### config.mk
export PLATFORM = sky130hd
export DESIGN_NAME = packet_acl_filter_unit_flat
export DESIGN_NICKNAME = d
export VERILOG_FILES = /design/src/design/paf_pkg.sv /design/src/design/paf_if.sv /design/src/design/packet_acl_filter_unit.sv /design/src/design/paf_controller.sv /design/src/design/paf_datapath.sv /design/src/flat_wrapper.sv
export SDC_FILE = /design/constraint.sdc
export NUM_CORES = 2
export LEC_CHECK = 0
export BUFFER_PORTS_ARGS = -buffer_cell sky130_fd_sc_hd__buf_4
export CORE_AREA = 8 8 352 354
export DETAILED_ROUTE_END_ITERATION = 10
export DIE_AREA = 0 0 360 362
export PLACE_DENSITY = 0.83
export SYNTH_ARGS = -nofsm -noshare
export SYNTH_HDL_FRONTEND = slang
export SYNTH_SLANG_ARGS = --single-unit
export TNS_END_PERCENT = 20
### constraint.sdc
create_clock -name clk -period 9.6 [get_ports clk]
set_input_delay 0.96 -clock clk [delete_from_list [all_inputs] [get_ports clk]]
set_output_delay 0.96 -clock clk [all_outputs]
set_load 0.05 [all_outputs]
### src/design/paf_pkg.sv
// ----------------------------------------------------------------------------
// paf_pkg: shared definitions of the packet ACL filter
// Codes, rule layout, controller states, the command and status groups that
// join controller and datapath, and the IPv4 prefix mask helper.
// ----------------------------------------------------------------------------
package paf_pkg;

    // Item kinds
    localparam logic [1:0] KIND_ADD   = 2'd0;
    localparam logic [1:0] KIND_CLEAR = 2'd1;
    localparam logic [1:0] KIND_FIELD = 2'd2;

    // Result status codes
    localparam logic [2:0] STATUS_PASSED   = 3'd0;
    localparam logic [2:0] STATUS_FILTERED = 3'd1;
    localparam logic [2:0] STATUS_STORED   = 3'd2;
    localparam logic [2:0] STATUS_PRESENT  = 3'd3;
    localparam logic [2:0] STATUS_FULL     = 3'd4;

    // Header field keys
    localparam logic [3:0] KEY_IPPROTO  = 4'd5;
    localparam logic [3:0] KEY_IPSRC    = 4'd6;
    localparam logic [3:0] KEY_IPDST    = 4'd7;
    localparam logic [3:0] KEY_UDP_SRC  = 4'd8;
    localparam logic [3:0] KEY_TCP_SRC  = 4'd10;
    localparam logic [3:0] KEY_TCP_DST  = 4'd11;

    // IP protocol numbers
    localparam logic [7:0] PROTO_TCP = 8'd6;
    localparam logic [7:0] PROTO_UDP = 8'd17;
    localparam logic [7:0] PROTO_MAX = 8'd255;

    localparam int         IPV4_BITS  = 32;
    localparam logic [5:0] PREFIX_MAX = 6'(IPV4_BITS);

    // One stored rule
    typedef struct packed {
        logic [3:0]  key;
        logic [5:0]  prefix;
        logic [47:0] value;
    } rule_t;

    typedef enum logic [1:0] {
        ST_IDLE,
        ST_SCAN,
        ST_DRAIN,
        ST_COMMIT
    } state_t;

    // Controller to datapath
    typedef struct packed {
        logic idle;
        logic scan;
        logic commit;
    } ctrl_cmd_t;

    // Datapath to controller
    typedef struct packed {
        logic in_fire;
        logic start_scan;
        logic scan_last;
        logic need_result;
        logic out_free;
    } dp_status_t;

    // Network mask for an IPv4 prefix length of at most 32 bits.
    function automatic logic [31:0] ipv4_mask(input logic [5:0] prefix);
        logic [31:0] mask;
        mask = '0;
        if (prefix != 6'd0)
        begin
            mask = 32'hFFFF_FFFF << (PREFIX_MAX - prefix);
        end
        return mask;
    endfunction

endpackage

### src/design/paf_if.sv
// ----------------------------------------------------------------------------
// paf_if: channel interfaces of the packet ACL filter
// The item channel carries rule commands and header fields; the verdict
// channel carries one result per rule addition or per finished packet.
// ----------------------------------------------------------------------------
interface paf_item_if;
    logic        valid;
    logic        ready;
    logic [1:0]  kind;
    logic        list_sel;
    logic [3:0]  field_key;
    logic [47:0] field_value;
    logic [5:0]  prefix_len;
    logic        last_field;

    modport source (output valid, kind, list_sel, field_key, field_value, prefix_len,
                    last_field, input ready);
    modport sink   (input valid, kind, list_sel, field_key, field_value, prefix_len,
                    last_field, output ready);
endinterface

interface paf_verdict_if;
    logic       valid;
    logic       ready;
    logic [2:0] status;
    logic       white_hit;
    logic       black_hit;

    modport source (output valid, status, white_hit, black_hit, input ready);
    modport sink   (input valid, status, white_hit, black_hit, output ready);
endinterface

### src/design/packet_acl_filter_unit.sv
// ----------------------------------------------------------------------------
// packet_acl_filter_unit: header-field packet filter with white and black lists
// Top level joining the sequencing controller and the rule datapath.
// ----------------------------------------------------------------------------
// Usage:
// The item channel takes one transaction per rule addition, list clear or
// header field. A rule addition gives one verdict transaction with the store
// status; a header field marked last gives the packet verdict with the hit
// flags; clears and other fields give nothing.
// Clears and unused kinds start no scan. A rule addition or header field
// scans both lists together, one entry of each per cycle through the read
// port of each rule memory, then passes a drain state and a commit state
// before the next transaction is accepted; its result is loaded into the
// output register at the commit.
// The verdict is held in an output register. While the receiver stalls the
// block still takes and scans the next transaction, and holds its commit
// until the waiting result has been taken.
// Reset empties both lists and clears the packet state; the rule memories
// are not cleared, since only entries below a list's count take part in a match.
// ----------------------------------------------------------------------------
module packet_acl_filter_unit #(
    parameter int RULES_PER_LIST = 16
) (
    input  logic          clk,
    input  logic          rst_n,
    paf_item_if.sink      item,
    paf_verdict_if.source verdict
);

    paf_pkg::ctrl_cmd_t  cmd;
    paf_pkg::dp_status_t status;

    // Sequencing
    paf_controller u_ctrl (
        .clk    (clk),
        .rst_n  (rst_n),
        .status (status),
        .cmd    (cmd)
    );

    // Rule storage and matching
    paf_datapath #(
        .RULES_PER_LIST (RULES_PER_LIST)
    ) u_dp (
        .clk     (clk),
        .rst_n   (rst_n),
        .item    (item),
        .verdict (verdict),
        .cmd     (cmd),
        .status  (status)
    );

endmodule

### src/design/paf_controller.sv
// ----------------------------------------------------------------------------
// paf_controller: sequencing state machine of the packet ACL filter
// Steps each accepted rule or header field through a scan of both rule
// lists, a drain state for the last read, and a commit of the outcome.
// ----------------------------------------------------------------------------
module paf_controller (
    input  logic                clk,
    input  logic                rst_n,
    input  paf_pkg::dp_status_t status,
    output paf_pkg::ctrl_cmd_t  cmd
);

    paf_pkg::state_t state_reg;
    paf_pkg::state_t state_next;
    logic            commit_ok;

    // The commit waits only when a result is due and the output holds a verdict that is not being taken.
    assign commit_ok = !status.need_result || status.out_free;

    // State register
    always_ff @(posedge clk or negedge rst_n)
    begin
        if (!rst_n)
        begin
            state_reg <= paf_pkg::ST_IDLE;
        end
        else
        begin
            state_reg <= state_next;
        end
    end

    // Next-state logic
    always_comb
    begin
        state_next = state_reg;
        unique case (state_reg)
            paf_pkg::ST_IDLE:
            begin
                if (status.in_fire && status.start_scan)
                begin
                    state_next = paf_pkg::ST_SCAN;
                end
            end
            paf_pkg::ST_SCAN:
            begin
                if (status.scan_last)
                begin
                    state_next = paf_pkg::ST_DRAIN;
                end
            end
            paf_pkg::ST_DRAIN:
            begin
                state_next = paf_pkg::ST_COMMIT;
            end
            paf_pkg::ST_COMMIT:
            begin
                if (commit_ok)
                begin
                    state_next = paf_pkg::ST_IDLE;
                end
            end
            default:
            begin
                state_next = paf_pkg::ST_IDLE;
            end
        endcase
    end

    // Command outputs
    always_comb
    begin
        cmd = '0;
        unique case (state_reg)
            paf_pkg::ST_IDLE:   cmd.idle   = 1'b1;
            paf_pkg::ST_SCAN:   cmd.scan   = 1'b1;
            paf_pkg::ST_DRAIN:  cmd        = '0;
            paf_pkg::ST_COMMIT: cmd.commit = commit_ok;
            default:            cmd        = '0;
        endcase
    end

endmodule

### src/design/paf_datapath.sv
// ----------------------------------------------------------------------------
// paf_datapath: rule memories, packet state and result register
// Holds the whitelist and blacklist memories, reads one entry of each per
// cycle during a scan, accumulates matches, and applies the outcome.
// ----------------------------------------------------------------------------
module paf_datapath #(
    parameter int RULES_PER_LIST = 16
) (
    input  logic                 clk,
    input  logic                 rst_n,
    paf_item_if.sink             item,
    paf_verdict_if.source        verdict,
    input  paf_pkg::ctrl_cmd_t   cmd,
    output paf_pkg::dp_status_t  status
);

    localparam int IDX_W = (RULES_PER_LIST > 1) ? $clog2(RULES_PER_LIST) : 1;
    localparam int CNT_W = $clog2(RULES_PER_LIST + 1);
    localparam logic [CNT_W-1:0] CNT_FULL = CNT_W'(RULES_PER_LIST);
    localparam logic [IDX_W-1:0] IDX_LAST = IDX_W'(RULES_PER_LIST - 1);

    // Rule memories
    paf_pkg::rule_t white_mem [RULES_PER_LIST];
    paf_pkg::rule_t black_mem [RULES_PER_LIST];

    // Latched operation
    logic [1:0]  op_kind_reg;
    logic        op_list_reg;
    logic [3:0]  op_key_reg;
    logic [47:0] op_value_reg;
    logic [5:0]  op_prefix_reg;
    logic        op_check_reg;
    logic        op_last_reg;

    // Scan pipeline
    logic [IDX_W-1:0] idx_reg;
    logic [IDX_W-1:0] rd_idx_reg;
    logic             rd_valid_reg;
    paf_pkg::rule_t   rd_white_reg;
    paf_pkg::rule_t   rd_black_reg;
    logic             hit_w_reg;
    logic             hit_w_next;
    logic             hit_b_reg;
    logic             hit_b_next;

    // Lists and packet state
    logic [CNT_W-1:0] white_count_reg;
    logic [CNT_W-1:0] white_count_next;
    logic [CNT_W-1:0] black_count_reg;
    logic [CNT_W-1:0] black_count_next;
    logic             white_seen_reg;
    logic             white_seen_next;
    logic             black_seen_reg;
    logic             black_seen_next;
    logic [7:0]       proto_reg;
    logic [7:0]       proto_next;
    logic             proto_known_reg;
    logic             proto_known_next;

    // Result register
    logic             out_valid_reg;
    logic             out_valid_next;
    logic [2:0]       out_status_reg;
    logic [2:0]       out_status_next;
    logic             out_white_reg;
    logic             out_white_next;
    logic             out_black_reg;
    logic             out_black_next;

    // Input decode
    logic        in_fire;
    logic        in_ipv4;
    logic        in_port;
    logic        in_udp;
    logic        in_tcp;
    logic [3:0]  in_eff_key;
    logic        in_check;
    logic [47:0] in_value;
    logic [5:0]  in_prefix;

    // Commit decode
    logic             is_add;
    logic             is_field;
    logic [CNT_W-1:0] sel_count;
    logic             dup;
    logic             full;
    logic             wr_en;
    logic [IDX_W-1:0] wr_addr;
    paf_pkg::rule_t   wr_rule;
    logic             ws;
    logic             bs;
    logic             white_live;
    logic             black_live;
    logic [7:0]       proto_sat;

    // Compare one stored rule: exact for additions, header match for fields.
    function automatic logic entry_match(
        input paf_pkg::rule_t e,
        input logic           add,
        input logic [3:0]     key,
        input logic [47:0]    value,
        input logic [5:0]     prefix
    );
        logic v4;
        logic hit;
        v4 = (key == paf_pkg::KEY_IPSRC) || (key == paf_pkg::KEY_IPDST);
        if (add)
        begin
            hit = (e.key == key) && (e.value == value) && (e.prefix == prefix);
        end
        else if (e.key != key)
        begin
            hit = 1'b0;
        end
        else if (v4)
        begin
            hit = ((e.value[31:0] ^ value[31:0]) & paf_pkg::ipv4_mask(e.prefix)) == 32'd0;
        end
        else
        begin
            hit = (e.value == value);
        end
        return hit;
    endfunction

    // Handshake and status towards the controller
    assign item.ready         = cmd.idle;
    assign in_fire            = item.valid && cmd.idle;
    assign status.in_fire     = in_fire;
    assign status.start_scan  = (item.kind == paf_pkg::KIND_ADD) ||
                                (item.kind == paf_pkg::KIND_FIELD);
    assign status.scan_last   = (idx_reg == IDX_LAST);
    assign status.need_result = is_add || (is_field && op_last_reg);
    assign status.out_free    = !out_valid_reg || verdict.ready;

    assign verdict.valid     = out_valid_reg;
    assign verdict.status    = out_status_reg;
    assign verdict.white_hit = out_white_reg;
    assign verdict.black_hit = out_black_reg;

    // Normalise the incoming value and resolve port keys by packet protocol.
    always_comb
    begin
        in_ipv4 = (item.field_key == paf_pkg::KEY_IPSRC) ||
                  (item.field_key == paf_pkg::KEY_IPDST);
        in_port = (item.field_key >= paf_pkg::KEY_UDP_SRC) &&
                  (item.field_key <= paf_pkg::KEY_TCP_DST);
        in_udp  = proto_known_reg && (proto_reg == paf_pkg::PROTO_UDP);
        in_tcp  = proto_known_reg && (proto_reg == paf_pkg::PROTO_TCP);
        in_value  = in_ipv4 ? {16'd0, item.field_value[31:0]} : item.field_value;
        in_prefix = '0;
        if (in_ipv4)
        begin
            in_prefix = (item.prefix_len > paf_pkg::PREFIX_MAX) ? paf_pkg::PREFIX_MAX
                                                                : item.prefix_len;
        end
        in_eff_key = item.field_key;
        in_check   = 1'b1;
        if (item.kind == paf_pkg::KIND_FIELD)
        begin
            if (in_port)
            begin
                if (in_udp)
                begin
                    in_eff_key = paf_pkg::KEY_UDP_SRC + {3'd0, item.field_key[0]};
                end
                else if (in_tcp)
                begin
                    in_eff_key = paf_pkg::KEY_TCP_SRC + {3'd0, item.field_key[0]};
                end
                else
                begin
                    in_check = 1'b0;
                end
            end
            else if (item.field_key > paf_pkg::KEY_TCP_DST)
            begin
                in_check = 1'b0;
            end
        end
    end

    // Operation register, loaded on each accepted transaction
    always_ff @(posedge clk)
    begin
        if (in_fire)
        begin
            op_kind_reg   <= item.kind;
            op_list_reg   <= item.list_sel;
            op_key_reg    <= in_eff_key;
            op_value_reg  <= in_value;
            op_prefix_reg <= in_prefix;
            op_check_reg  <= in_check;
            op_last_reg   <= item.last_field;
        end
    end

    // Rule memories: one read per list per cycle, one write at commit
    always_ff @(posedge clk)
    begin
        rd_white_reg <= white_mem[idx_reg];
        rd_black_reg <= black_mem[idx_reg];
        rd_idx_reg   <= idx_reg;
        if (wr_en && !op_list_reg)
        begin
            white_mem[wr_addr] <= wr_rule;
        end
        if (wr_en && op_list_reg)
        begin
            black_mem[wr_addr] <= wr_rule;
        end
    end

    // Match accumulation over the entry read in the previous cycle
    always_comb
    begin
        white_live = rd_valid_reg && op_check_reg &&
                     (CNT_W'(rd_idx_reg) < white_count_reg);
        black_live = rd_valid_reg && op_check_reg &&
                     (CNT_W'(rd_idx_reg) < black_count_reg);
        hit_w_next = hit_w_reg || (white_live && entry_match(rd_white_reg, is_add,
                     op_key_reg, op_value_reg, op_prefix_reg));
        hit_b_next = hit_b_reg || (black_live && entry_match(rd_black_reg, is_add,
                     op_key_reg, op_value_reg, op_prefix_reg));
        if (in_fire)
        begin
            hit_w_next = 1'b0;
            hit_b_next = 1'b0;
        end
    end

    // Commit decisions for additions and header fields
    always_comb
    begin
        is_add    = (op_kind_reg == paf_pkg::KIND_ADD);
        is_field  = (op_kind_reg == paf_pkg::KIND_FIELD);
        sel_count = op_list_reg ? black_count_reg : white_count_reg;
        dup       = op_list_reg ? hit_b_reg : hit_w_reg;
        full      = (sel_count == CNT_FULL);
        wr_en     = cmd.commit && is_add && !dup && !full;
        wr_addr   = sel_count[IDX_W-1:0];
        wr_rule   = '{key: op_key_reg, prefix: op_prefix_reg, value: op_value_reg};
        ws        = white_seen_reg || hit_w_reg;
        bs        = black_seen_reg || hit_b_reg;
        proto_sat = (op_value_reg > 48'(paf_pkg::PROTO_MAX)) ? paf_pkg::PROTO_MAX
                                                             : op_value_reg[7:0];
    end

    // Next values of the list counts, packet state and result register
    always_comb
    begin
        white_count_next = white_count_reg;
        black_count_next = black_count_reg;
        white_seen_next  = white_seen_reg;
        black_seen_next  = black_seen_reg;
        proto_next       = proto_reg;
        proto_known_next = proto_known_reg;
        out_valid_next   = out_valid_reg && !verdict.ready;
        out_status_next  = out_status_reg;
        out_white_next   = out_white_reg;
        out_black_next   = out_black_reg;

        if (in_fire && (item.kind == paf_pkg::KIND_CLEAR))
        begin
            white_count_next = '0;
            black_count_next = '0;
        end

        if (cmd.commit && is_add)
        begin
            out_valid_next = 1'b1;
            out_white_next = 1'b0;
            out_black_next = 1'b0;
            if (dup)
            begin
                out_status_next = paf_pkg::STATUS_PRESENT;
            end
            else if (full)
            begin
                out_status_next = paf_pkg::STATUS_FULL;
            end
            else
            begin
                out_status_next = paf_pkg::STATUS_STORED;
                if (op_list_reg)
                begin
                    black_count_next = black_count_reg + CNT_W'(1);
                end
                else
                begin
                    white_count_next = white_count_reg + CNT_W'(1);
                end
            end
        end

        if (cmd.commit && is_field)
        begin
            if (op_last_reg)
            begin
                out_valid_next  = 1'b1;
                out_white_next  = ws;
                out_black_next  = bs;
                out_status_next = (((white_count_reg == '0) || ws) &&
                                   ((black_count_reg == '0) || !bs))
                                  ? paf_pkg::STATUS_PASSED : paf_pkg::STATUS_FILTERED;
                white_seen_next  = 1'b0;
                black_seen_next  = 1'b0;
                proto_next       = '0;
                proto_known_next = 1'b0;
            end
            else
            begin
                white_seen_next = ws;
                black_seen_next = bs;
                if (op_key_reg == paf_pkg::KEY_IPPROTO)
                begin
                    proto_next       = proto_sat;
                    proto_known_next = 1'b1;
                end
            end
        end
    end

    // Control registers
    always_ff @(posedge clk or negedge rst_n)
    begin
        if (!rst_n)
        begin
            idx_reg         <= '0;
            rd_valid_reg    <= 1'b0;
            hit_w_reg       <= 1'b0;
            hit_b_reg       <= 1'b0;
            white_count_reg <= '0;
            black_count_reg <= '0;
            white_seen_reg  <= 1'b0;
            black_seen_reg  <= 1'b0;
            proto_reg       <= '0;
            proto_known_reg <= 1'b0;
            out_valid_reg   <= 1'b0;
        end
        else
        begin
            if (in_fire)
            begin
                idx_reg <= '0;
            end
            else if (cmd.scan)
            begin
                idx_reg <= idx_reg + IDX_W'(1);
            end
            rd_valid_reg    <= cmd.scan;
            hit_w_reg       <= hit_w_next;
            hit_b_reg       <= hit_b_next;
            white_count_reg <= white_count_next;
            black_count_reg <= black_count_next;
            white_seen_reg  <= white_seen_next;
            black_seen_reg  <= black_seen_next;
            proto_reg       <= proto_next;
            proto_known_reg <= proto_known_next;
            out_valid_reg   <= out_valid_next;
        end
    end

    // Result payload
    always_ff @(posedge clk)
    begin
        out_status_reg <= out_status_next;
        out_white_reg  <= out_white_next;
        out_black_reg  <= out_black_next;
    end

endmodule

### src/flat_wrapper.sv
// flat-port wrapper written by rule: the top's interface ports become plain ports
module packet_acl_filter_unit_flat 
#(
    parameter int RULES_PER_LIST = 16
)
  (clk, rst_n, item_valid, item_kind, item_list_sel, item_field_key, item_field_value, item_prefix_len, item_last_field, item_ready, verdict_valid, verdict_status, verdict_white_hit, verdict_black_hit, verdict_ready);
  paf_item_if item_i ();
  paf_verdict_if verdict_i ();
  input  logic clk;
  input  logic rst_n;
  input wire logic [$bits(item_i.valid)-1:0] item_valid;
  input wire logic [$bits(item_i.kind)-1:0] item_kind;
  input wire logic [$bits(item_i.list_sel)-1:0] item_list_sel;
  input wire logic [$bits(item_i.field_key)-1:0] item_field_key;
  input wire logic [$bits(item_i.field_value)-1:0] item_field_value;
  input wire logic [$bits(item_i.prefix_len)-1:0] item_prefix_len;
  input wire logic [$bits(item_i.last_field)-1:0] item_last_field;
  output wire logic [$bits(item_i.ready)-1:0] item_ready;
  output wire logic [$bits(verdict_i.valid)-1:0] verdict_valid;
  output wire logic [$bits(verdict_i.status)-1:0] verdict_status;
  output wire logic [$bits(verdict_i.white_hit)-1:0] verdict_white_hit;
  output wire logic [$bits(verdict_i.black_hit)-1:0] verdict_black_hit;
  input wire logic [$bits(verdict_i.ready)-1:0] verdict_ready;
  assign item_i.valid = item_valid;
  assign item_i.kind = item_kind;
  assign item_i.list_sel = item_list_sel;
  assign item_i.field_key = item_field_key;
  assign item_i.field_value = item_field_value;
  assign item_i.prefix_len = item_prefix_len;
  assign item_i.last_field = item_last_field;
  assign item_ready = item_i.ready;
  assign verdict_valid = verdict_i.valid;
  assign verdict_status = verdict_i.status;
  assign verdict_white_hit = verdict_i.white_hit;
  assign verdict_black_hit = verdict_i.black_hit;
  assign verdict_i.ready = verdict_ready;
  packet_acl_filter_unit #(.RULES_PER_LIST(RULES_PER_LIST)) u_core (.clk(clk), .rst_n(rst_n), .item(item_i), .verdict(verdict_i));
endmodule
==> reports/metrics.cfg <==
[setup_path]
max_stage_delay_ps = 900
start_kind = register
path_class = reg -> reg
cp-end-kind = register
crit_family = simple AND/OR/NAND/NOR gates
crit_chain = nor3_1, a31oi_2, nor2_1, a211o_1, or2_2, nor2_4, buf_4
worstPathRequired_ps = 10050
crit_arrival_ps = 5000
critPathMaxFanout = 31
cpMaxStageDelayCell = nor2_4
critPathBufInv = 1

[synth]
yosys-mux-area-fraction_pct = 16.7
async_reset_ff_share_pct = 1.49
synth-edff-count = 1919
synth_xor_area_share_pct = 1.44
synth_top_area_share_pct = 73.5
netlist_instances = 3383
syn_area_um2 = 78400
synth_fa_ha_area_share_pct = 0.367
ys_ff_latch = 2075
yosys.area_share.simple_pct = 1.74
avgSynthCellArea_um2 = 23.2
synth_warnings = 0
synth_area_leaders = edfxtp_1 74%, mux4_2 17%, dfxtp_1 3.2%
synth_nets = 3472
synth_top_family_by_area = multiplexers
yosys.area.top_type = edfxtp_1
synth_top_flop_cell = edfxtp_1
synth_compound_area_share_pct = 1.13
yosysSeqAreaShare_pct = 77.7
ys_types = 65

[timing]
worst_pin_slew_ps = 1260
skew_ps = 30.1
fin_ws_ps = 5050
period_needed_ps = 4550
setup_viol = 0
rsz0062_at_grt = false
drv_slew = 0
timing.final.crit_share_pct = 47.4
max_freq_mhz = 220
hold_viol = 0
maxSlewHeadroom_pct = 16.2
tns_ps = 0

[cts]
cts.path.max_buffers = 3
worst_skew_pair.late_latency_ps = 820
post_cts_buffers = 0
cts_root_buf = clkbuf_16
cts_tree = yes
cts_buffers = 189
cts_sinks = 2075
cts_max_level = 4
cts_resized = 0
cts_hold_buf = 0
clk_pin_slew_ps = 70

[layout]
final_area_um2 = 87900
insertedDiodeCount = 0
finalNonFillerCells = 5322
reg_top3 = u_core.u_dp.black_mem x928, u_core.u_dp.white_mem x928
nets = 3695
drive_above_1_share_pct = 29.2
syn_to_final_growth_pct = 12.1
fill_cells = 5770

[power_and_ir_drop]
leakage_nw = 27.5
max-vdd-ir-drop_uv = 267
p_per_area_nw_per_um2 = 282

[status]
run_status = finished clean

[placement]
place_inst = 4963
gp_congestion = 0.887
dp_hpwl_mm = 96.7
place_area_um2 = 81400
portBuffers = 72
dpl_worst_slack_ps = 4990

[route]
drt_wl_total_mm = 199
vias_per_cell = 7.36
route.met3.wl_mm = 23.3
postRouteAntennaNets = 0
routedWlPerCell_um = 37.5
dr_wl_met2_mm = 98.9
vias = 39169
top_layer = met5
wl_met1_mm = 68.6
drc_errors = 0
dr.pass1.iters = 8
drt_iter0_drc = 6464

[floorplanning]
core_um2 = 119000
start_util_pct = 66.0
die_h_um = 362
num_rows = 127
dieArea_um2 = 130000
fp.dieW_um = 360
ios = 73

[worst_hold_path]
hp-class = in -> async

[global_routing]
gr-total-overflow = 0
grt_pass1_vias = 39743
track_usage_pct = 30.5
antenna_found_initial = 3
grt_first_pass_wirelength_mm = 284
grt_max_degree = 150

[run]
cap_violations = 0

[cell usage in the layout, fill, tap and decap left out, types with 25 or more instances in the layout]
master | Yosys | layout
edfxtp_1 | 1919 | 1919
mux4_2 | 580 | 580
clkbuf_16 | 0 | 192
buf_4 | 0 | 176
dfxtp_1 | 125 | 125
xnor2_1 | 85 | 85
nand2_1 | 46 | 46
nor2_1 | 76 | 44
clkbuf_1 | 81 | 43
xor2_1 | 42 | 42
o21ai_0 | 36 | 36
nor2_4 | 0 | 32
a21oi_1 | 30 | 30
clkinv_2 | 0 | 28
dfrtp_1 | 31 | 27
clkinv_1 | 0 | 26
bufinv_16 | 0 | 26
inv_1 | 26 | 25
and2_1 | 25 | 25
[metrics by stage]
step	hold WS [ps]	utilization (%)	power, mW
after floorplan	345	-	15.1
after global placement	456	68.6	16.6
after detailed placement	470	68.6	16.8
after CTS	87.0	74.1	24.8
after global routing	126	74.1	25.4
final	109	74.1	24.8
[cells by family after synthesis]
| kind of cell | count (synthesis) |
|---|---|
| adders and majority gates | 23 |
| xor gates and xnor gates | 128 |
| buffers and inverters | 175 |
| and+or+nand+nor | 264 |
| AOI/OAI and AO/OA | 134 |
| muxes | 584 |
| DFF | 2075 |
[worst register-to-register path, stage by stage, from the launching register on]
cell and delay [ps]:
edfxtp_1 780, nor3_1 130, a31oi_2 510, nor2_1 220
a211o_1 540, or2_2 480, nor2_4 900, buf_4 610
[synthesized netlist by cell type (4+ instances only)]
cell and instances:
inv_1 26, o2111ai_1 4, dfrtp_1 31, nand4_1 22, nand2b_1 9, xnor2_1 85, nand3_1 19, clkbuf_1 81
buf_1 15, edfxtp_1 1919, nand2_1 46, nor4_1 19, or3_1 4, ha_1 23, a21oi_1 30, a31oi_1 11
nand3b_1 5, or2_2 4, or4_1 4, nor3_1 13, nor2b_1 4, buf_2 51, a211o_1 4, o32a_1 5
o21ai_0 36, xor2_1 42, mux4_2 580, o22ai_1 7, and2_1 25, nor2_1 76, a21o_1 4, dfxtp_1 125
o31ai_1 7
[final timing paths]
path	cells after the start	from	slack (ps)	to
setup / recovery	7	u_core.u_dp.op_list_reg$_DFFE_PP_	5050	u_core.u_dp.black_mem[7][41]$_DFFE_PP_
hold / removal	1	rst_n	110	u_core.u_dp.idx_reg[2]$_DFFE_PN0P_
setup reg to reg	7	u_core.u_dp.op_list_reg$_DFFE_PP_	5050	u_core.u_dp.black_mem[7][41]$_DFFE_PP_
hold reg to reg	2	u_core.u_dp.verdict.white_hit$_DFF_P_	490	u_core.u_dp.verdict.white_hit$_DFF_P_
max in group asynchronous	1	rst_n	9080	u_core.u_dp.idx_reg[0]$_DFFE_PN0P_
min in group clk	1	item_field_value[18]	310	u_core.u_dp.op_value_reg[18]$_DFFE_PP_
[metal layers]
layer | global-route usage (%) | vias up
li1 | - | 14694
met1 | 40.5 | 20364
met2 | 50.1 | 3531
met3 | 6.84 | 578
met4 | 11.8 | 2
met5 | 0 | -
[report_power, final]
group	switching [mW]	total [mW]	internal, mW
Clock	3.34	7.90	4.55
Sequential	0.463	11.0	10.5
Combinational	3.24	5.93	2.70
[final cells by class]
| type | instances | area, µm² | area share (%) |
|---|---|---|---|
| clock inverters | 104 | 1280 | 1.46 |
| well taps | 1548 | 1940 | 2.20 |
| flip-flops and latches | 2075 | 60900 | 69.3 |
| inverters | 26 | 100 | 0.114 |
| multi-input cells | 1133 | 17000 | 19.4 |
| repair buffers | 181 | 1420 | 1.62 |
| clock buffers | 255 | 5240 | 5.96 |
Power figures use the tool's default switching activity.
